`src/hdl/prjr_pkg.sv`:
```
`timescale 1ns / 1ps
// ----------------------------------------------------------------------------
// prjr_pkg
// Types, constants and helpers shared by the pose re-origin unit and its
// CORDIC engine.
// ----------------------------------------------------------------------------
package prjr_pkg;

	localparam int unsigned QUAT_FRAC_BITS_DEF = 14;
	localparam int unsigned CORDIC_ITERS_DEF   = 16;

	localparam int unsigned ACC_W       = 52;
	localparam int unsigned CORD_W      = 40;
	localparam int unsigned STEP_W      = 5;
	localparam int unsigned RES_N       = 9;
	localparam int unsigned SQRT_STEPS  = 25;
	localparam int unsigned SQRT_W      = 49;
	localparam int unsigned ROOT_W      = 25;

	localparam logic signed [CORD_W-1:0] GAIN_Q30 = 40'sd652032875;

	localparam logic signed [ACC_W-1:0] S16_MAX = ACC_W'(32767);
	localparam logic signed [ACC_W-1:0] S16_MIN = {{(ACC_W-15){1'b1}}, 15'd0};
	localparam logic signed [ACC_W-1:0] S32_MAX = ACC_W'(2147483647);
	localparam logic signed [ACC_W-1:0] S32_MIN = {{(ACC_W-31){1'b1}}, 31'd0};

	localparam logic REG_JUMP_THRESHOLD = 1'b0;
	localparam logic REG_CALIB_WINDOW   = 1'b1;

	typedef struct packed {
		logic signed [31:0] pos_x;
		logic signed [31:0] pos_y;
		logic signed [15:0] quat_x;
		logic signed [15:0] quat_y;
		logic signed [15:0] quat_z;
		logic signed [15:0] quat_w;
	} pose_in_t;

	typedef struct packed {
		logic signed [31:0] rel_x;
		logic signed [31:0] rel_y;
		logic signed [15:0] rel_qx;
		logic signed [15:0] rel_qy;
		logic signed [15:0] rel_qz;
		logic signed [15:0] rel_qw;
		logic               jump_warning;
		logic               recalibrated;
	} pose_out_t;

	typedef enum logic [3:0] {
		OP_QX, OP_QY, OP_QZ, OP_QW,
		OP_OX, OP_OY, OP_OZ, OP_OW,
		OP_DX, OP_DY, OP_CS, OP_SN
	} opnd_t;

	typedef enum logic [3:0] {
		RES_N2, RES_A, RES_B, RES_RX, RES_RY,
		RES_QX, RES_QY, RES_QZ, RES_QW
	} res_t;

	typedef struct packed {
		opnd_t a_sel;
		opnd_t b_sel;
		logic  neg;
		logic  last;
		res_t  dest;
	} mac_op_t;

	typedef struct packed {
		logic               done;
		logic signed [15:0] cos_v;
		logic signed [15:0] sin_v;
	} cord_res_t;

	typedef enum logic [2:0] {
		C_IDLE = 3'b001,
		C_RUN  = 3'b010,
		C_FIN  = 3'b100
	} cord_state_t;

	function automatic mac_op_t mac_op(input logic [STEP_W-1:0] step);
		mac_op_t op;
		op = '{OP_QX, OP_QX, 1'b0, 1'b0, RES_N2};
		unique case (step)
			5'd0:  op = '{OP_QX, OP_QX, 1'b0, 1'b0, RES_N2};
			5'd1:  op = '{OP_QY, OP_QY, 1'b0, 1'b0, RES_N2};
			5'd2:  op = '{OP_QZ, OP_QZ, 1'b0, 1'b0, RES_N2};
			5'd3:  op = '{OP_QW, OP_QW, 1'b0, 1'b1, RES_N2};
			5'd4:  op = '{OP_OW, OP_OW, 1'b0, 1'b0, RES_A};
			5'd5:  op = '{OP_OX, OP_OX, 1'b0, 1'b0, RES_A};
			5'd6:  op = '{OP_OY, OP_OY, 1'b1, 1'b0, RES_A};
			5'd7:  op = '{OP_OZ, OP_OZ, 1'b1, 1'b1, RES_A};
			5'd8:  op = '{OP_OX, OP_OY, 1'b0, 1'b0, RES_B};
			5'd9:  op = '{OP_OW, OP_OZ, 1'b0, 1'b1, RES_B};
			5'd10: op = '{OP_DX, OP_CS, 1'b0, 1'b0, RES_RX};
			5'd11: op = '{OP_DY, OP_SN, 1'b0, 1'b1, RES_RX};
			5'd12: op = '{OP_DY, OP_CS, 1'b0, 1'b0, RES_RY};
			5'd13: op = '{OP_DX, OP_SN, 1'b1, 1'b1, RES_RY};
			5'd14: op = '{OP_OW, OP_QX, 1'b0, 1'b0, RES_QX};
			5'd15: op = '{OP_OX, OP_QW, 1'b1, 1'b0, RES_QX};
			5'd16: op = '{OP_OY, OP_QZ, 1'b1, 1'b0, RES_QX};
			5'd17: op = '{OP_OZ, OP_QY, 1'b0, 1'b1, RES_QX};
			5'd18: op = '{OP_OW, OP_QY, 1'b0, 1'b0, RES_QY};
			5'd19: op = '{OP_OX, OP_QZ, 1'b0, 1'b0, RES_QY};
			5'd20: op = '{OP_OY, OP_QW, 1'b1, 1'b0, RES_QY};
			5'd21: op = '{OP_OZ, OP_QX, 1'b1, 1'b1, RES_QY};
			5'd22: op = '{OP_OW, OP_QZ, 1'b0, 1'b0, RES_QZ};
			5'd23: op = '{OP_OX, OP_QY, 1'b1, 1'b0, RES_QZ};
			5'd24: op = '{OP_OY, OP_QX, 1'b0, 1'b0, RES_QZ};
			5'd25: op = '{OP_OZ, OP_QW, 1'b1, 1'b1, RES_QZ};
			5'd26: op = '{OP_OW, OP_QW, 1'b0, 1'b0, RES_QW};
			5'd27: op = '{OP_OX, OP_QX, 1'b0, 1'b0, RES_QW};
			5'd28: op = '{OP_OY, OP_QY, 1'b0, 1'b0, RES_QW};
			5'd29: op = '{OP_OZ, OP_QZ, 1'b0, 1'b1, RES_QW};
			default: op = '{OP_QX, OP_QX, 1'b0, 1'b0, RES_N2};
		endcase
		return op;
	endfunction

	function automatic logic signed [ACC_W-1:0] round_half_away(
		input logic signed [ACC_W-1:0] v,
		input int unsigned             sh
	);
		logic [ACC_W-1:0] mag;
		logic [ACC_W-1:0] r;
		mag = v[ACC_W-1] ? ACC_W'(-v) : ACC_W'(v);
		r   = (mag + (ACC_W'(1) << (sh - 1))) >> sh;
		return v[ACC_W-1] ? -$signed(r) : $signed(r);
	endfunction

	function automatic logic signed [15:0] sat16(input logic signed [ACC_W-1:0] v);
		if (v > S16_MAX)
			return 16'sh7fff;
		else if (v < S16_MIN)
			return 16'sh8000;
		return v[15:0];
	endfunction

	function automatic logic signed [31:0] sat32(input logic signed [ACC_W-1:0] v);
		if (v > S32_MAX)
			return 32'sh7fffffff;
		else if (v < S32_MIN)
			return 32'sh80000000;
		return v[31:0];
	endfunction

endpackage

```
`src/hdl/prjr_cordic.sv`:
```
`timescale 1ns / 1ps
// ----------------------------------------------------------------------------
// prjr_cordic
// Iterative CORDIC: vectors (a, b) toward the x axis and applies the inverse
// micro-rotations to a gain-compensated unit vector to give cos and sin.
// ----------------------------------------------------------------------------
module prjr_cordic #(
	parameter int unsigned ITERS = prjr_pkg::CORDIC_ITERS_DEF,
	parameter int unsigned QFB   = prjr_pkg::QUAT_FRAC_BITS_DEF
) (
	input  logic                                clk,
	input  logic                                arst_n,
	input  logic                                start,
	input  logic signed [prjr_pkg::CORD_W-1:0] vec_a,
	input  logic signed [prjr_pkg::CORD_W-1:0] vec_b,
	output prjr_pkg::cord_res_t                 res
);
	import prjr_pkg::*;

	localparam int unsigned IT_W = $clog2(ITERS);

	cord_state_t              state_q;
	logic [IT_W-1:0]          it_q;
	logic signed [CORD_W-1:0] a_q, b_q, c_q, d_q;
	logic signed [CORD_W-1:0] sa, sb, sc, sd;
	logic                     dir;
	logic                     done_q;
	logic signed [15:0]       cos_q, sin_q;

	assign sa  = a_q >>> it_q;
	assign sb  = b_q >>> it_q;
	assign sc  = c_q >>> it_q;
	assign sd  = d_q >>> it_q;
	assign dir = !b_q[CORD_W-1];

	always_ff @(posedge clk or negedge arst_n) begin
		if (!arst_n) begin
			state_q <= C_IDLE;
			it_q    <= '0;
			a_q     <= '0;
			b_q     <= '0;
			c_q     <= '0;
			d_q     <= '0;
			done_q  <= 1'b0;
			cos_q   <= '0;
			sin_q   <= '0;
		end else begin
			done_q <= 1'b0;
			unique case (state_q)
				C_IDLE: begin
					if (start) begin
						it_q <= '0;
						if (vec_a[CORD_W-1]) begin
							c_q <= '0;
							if (!vec_b[CORD_W-1]) begin
								a_q <= vec_b;
								b_q <= -vec_a;
								d_q <= GAIN_Q30;
							end else begin
								a_q <= -vec_b;
								b_q <= vec_a;
								d_q <= -GAIN_Q30;
							end
						end else begin
							a_q <= vec_a;
							b_q <= vec_b;
							c_q <= GAIN_Q30;
							d_q <= '0;
						end
						state_q <= C_RUN;
					end
				end
				C_RUN: begin
					if (dir) begin
						a_q <= a_q + sb;
						b_q <= b_q - sa;
						c_q <= c_q - sd;
						d_q <= d_q + sc;
					end else begin
						a_q <= a_q - sb;
						b_q <= b_q + sa;
						c_q <= c_q + sd;
						d_q <= d_q - sc;
					end
					it_q <= it_q + 1'b1;
					if (it_q == IT_W'(ITERS - 1))
						state_q <= C_FIN;
				end
				C_FIN: begin
					cos_q   <= sat16(round_half_away(ACC_W'(c_q), 30 - QFB));
					sin_q   <= sat16(round_half_away(ACC_W'(d_q), 30 - QFB));
					done_q  <= 1'b1;
					state_q <= C_IDLE;
				end
				default: state_q <= C_IDLE;
			endcase
		end
	end

	assign res = '{done_q, cos_q, sin_q};

endmodule

```
`config.mk`:
```
export PLATFORM = sky130hd
export DESIGN_NAME = prjr_cordic
export DESIGN_NICKNAME = d
export VERILOG_FILES = /design/src/hdl/prjr_pkg.sv /design/src/hdl/prjr_cordic.sv
export SDC_FILE = /design/constraint.sdc
export NUM_CORES = 2
export LEC_CHECK = 0
export BUFFER_PORTS_ARGS = -buffer_cell sky130_fd_sc_hd__buf_2
export CAP_MARGIN = 20
export CORE_ASPECT_RATIO = 1.75
export CORE_MARGIN = 3
export CORE_UTILIZATION = 55
export CTS_BUF_LIST = sky130_fd_sc_hd__clkbuf_8
export DETAILED_ROUTE_END_ITERATION = 8
export PLACE_DENSITY_LB_ADDON = 0.2
export SLEW_MARGIN = 20
export SYNTH_ARGS = -nofsm -noshare
export SYNTH_HDL_FRONTEND = slang
export SYNTH_SLANG_ARGS = --single-unit
```
`constraint.sdc`:
```
create_clock -name clk -period 10 [get_ports clk]
set_input_delay 2 -clock clk [delete_from_list [all_inputs] [get_ports clk]]
set_output_delay 2 -clock clk [all_outputs]
set_load 0.02 [all_outputs]
```
==> flow_metrics.tcl <==
set metrics [dict create \
    synthCells 4277 \
    h-tree-depth 4 \
    synth_seq_cells 200 \
    hold_end "sin_q[15]$_DFFE_PN0P_" \
    min_path_type "flop to flop" \
    yosys_warnings 0 \
    synth_nets 4531 \
    r2r_slack_ns 1.52 \
    hold_viol 0 \
    syn_to_final_growth_pct 3.74 \
    grt-ovfl-total 0 \
    avgSynthCellArea_um2 7.82 \
    cts_setup_buffers 0 \
    clkSinkCount 200 \
    io_buffers 115 \
    criticalPathCategory "flop to flop" \
    gr-usage-met2 0.645 \
    min_from "sin_q[15]$_DFFE_PN0P_" \
    drive_gt1_frac 0.121 \
    finalCritPeriodShare 0.848 \
    ys_seq_area_frac 0.150 \
    ios 116 \
    finish.utilization 0.577 \
    cts_resized 0 \
    synth_ff_type "dfrtp_1" \
    postRouteAntennaNets 0 \
    period_minus_slack_ns 8.48 \
    wl_per_cell_um 23.3 \
    run_status "finished clean" \
    synth_common_cells "nand2_1 (449), a21oi_1 (440), nor2_1 (401)" \
    antenna_found_initial 4 \
    slew_viol_final 0 \
    synth_edf_count 0 \
    yosysTopAreaCellShare 0.149 \
    die_area_um2 63900 \
    r2r-start "it_q[0]$_DFFE_PN0P_" \
    skew_ns 0.0245 \
    die_y_um 332 \
    drc_errors 0 \
    rsz0062_at_grt "no" \
    core_area_um2 60200 \
    max_freq_ghz 0.118 \
    synthArstFlopShare 1.00 \
    r2r_end "c_q[39]$_DFFE_PN0P_" \
    drv_cap 0 \
    grt_max_degree 105 \
    start_util 0.556 \
    worstPathRequired_ns 10.50 \
    grt_use_met1 0.351 \
    cts_inserted_buffers 17 \
    drt_iter0_drc 2477 \
    vias 33700 \
    fp.dieW_um 192 \
    worst_setup_path_start_kind "flop" \
    hold_buffers 0 \
    syn_area_um2 33400 \
    worstPathArrival_ns 8.99 \
    row_count 119 \
    dr.pass1.iters 6 \
    nNetsFinal 4414 \
    finalWeightedCongestion 1.01 \
    root_buffer "clkbuf_8" \
    yosysMostFrequentCell "nand2_1" \
    met3_usage 0.0617 \
    dpl.hpwl_mm 87.8 \
    fin_tns_setup_ns 0 \
    grt_pass1_wl_mm 179 \
    rr_worst_depth 21 \
    clk-insertion-delay-late_ns 0.60 \
    totalWireLength_mm 115 \
    grt_pass1_vias 33000 \
    vias_per_cell 6.79 \
    synth_area_leaders "dfrtp_1 (15%), mux4_2 (13%), a21oi_1 (6.6%)" \
    tritoncts "built" \
    yosysTopAreaCell "dfrtp_1" \
    clock_path_buffers 2 \
    clk_pin_slew_ns 0.13 \
    worstSetupEndpointType "flop" \
    setup_violations 0 \
    crit_fanout 51 \
    holdPathStages 2 \
    relSlewSlack 0.181 \
    ys_types 98 \
    worst_slew_pin_slew_ns 1.21 \
    top_usage_layer "met2" \
    grt_usage 0.356 \
]
-- critical path, stage by stage, from the launching register on --
cell	delay, ns
dfrtp_4	0.94
buf_4	0.67
buf_4	0.80
mux4_2	0.68
mux4_2	0.55
nor4_1	0.50
nand2_1	0.08
and4b_1	0.32
inv_1	0.07
nor3_1	0.20
and2_1	0.19
nor4bb_1	1.02
nor2_1	0.11
xnor2_1	0.17
ha_1	0.38
nor2b_1	0.19
nor4b_1	0.09
a211oi_1	0.56
a311oi_1	0.21
a211oi_1	0.31
o21ai_0	0.11
a22o_1	0.20
-- state kept, by name (all words and copies together), names as in the netlist --
name and cells:
it_q 4, b_q 40, sin_q 16, done_q 1, d_q 40, c_q 40, state_q 3, cos_q 16
a_q 40
-- layout make-up --
type	instances	area, um2
Multi-Input combinational cell	3691	27000
Fill cell	5770	25500
Sequential cell	200	5030
Tap cell	786	983
Timing Repair Buffer	160	926
Inverter	90	347
Clock buffer	18	248
Clock inverter	14	166
Antenna cell	4	10.0
-- worst max path at each step --
stage                             start                  end  slack (ns)  depth (start not counted)
floorplan           it_q[0]$_DFFE_PN0P_  b_q[39]$_DFFE_PN0P_        2.85                         27
global placement    it_q[0]$_DFFE_PN0P_  c_q[39]$_DFFE_PN0P_        1.82                         23
detailed placement  it_q[0]$_DFFE_PN0P_  c_q[39]$_DFFE_PN0P_        1.67                         21
CTS                 it_q[0]$_DFFE_PN0P_  c_q[39]$_DFFE_PN0P_        1.65                         21
global route        it_q[0]$_DFFE_PN0P_  c_q[38]$_DFFE_PN0P_        1.07                         22
finish              it_q[0]$_DFFE_PN0P_  c_q[39]$_DFFE_PN0P_        1.52                         21
-- layer usage --
layer | vias to the layer above | routed length [um]
li1 | 15700 | -
met1 | 16000 | 38300
met2 | 1474 | 60300
met3 | 501 | 6800
met4 | 0 | 10100
met5 | - | 0
-- cells in the final DEF (no fill, tap or decap), types with 43 or more instances in the layout --
cell and n:
buf_4 46, xor2_1 200, nand3_1 77, nand4_1 46, or3_1 50, inv_1 85, o21ai_0 300, buf_2 113
a21oi_1 439, nand2_1 449, a211oi_1 83, a21o_1 80, mux2_2 54, mux4_2 191, nand2b_1 45, nor2_1 399
o31ai_1 45, and3_1 43, dfrtp_1 192, xnor2_1 244, nor3_1 63, a31oi_1 83, mux2i_1 90, ha_1 167
-- per-stage QoR --
| stage | instances | hold WS [ns] | setup WS [ns] | instance area (um2) |
|---|---|---|---|---|
| final | 4963 | 0.496 | 1.52 | 34700 |
| after global routing | 4961 | 0.540 | 1.07 | 34700 |
| after CTS | 4959 | 0.500 | 1.65 | 34700 |
| after detailed placement | 4927 | 0.470 | 1.67 | 34200 |
| after global placement | 4927 | 0.456 | 1.82 | 34200 |
| after floorplan | 4277 | 0.455 | 2.85 | 33400 |
-- logic make-up (layout without fill, tap and decap cells) --
group / count (synthesis) / after routing / share of synthesized area
xor+xnor: 446 / 446 / 0.118
flops: 200 / 200 / 0.150
fa+ha+maj: 171 / 171 / 0.0649
mux: 336 / 336 / 0.174
compound gates: 1326 / 1326 / 0.247
other cells: 0 / 4 / 0
buf+inv: 386 / 282 / 0.0448
simple gates: 1412 / 1412 / 0.202
Power is not shown: default switching activity piles up to over one toggle a cycle in this logic, so the estimate is an artifact.
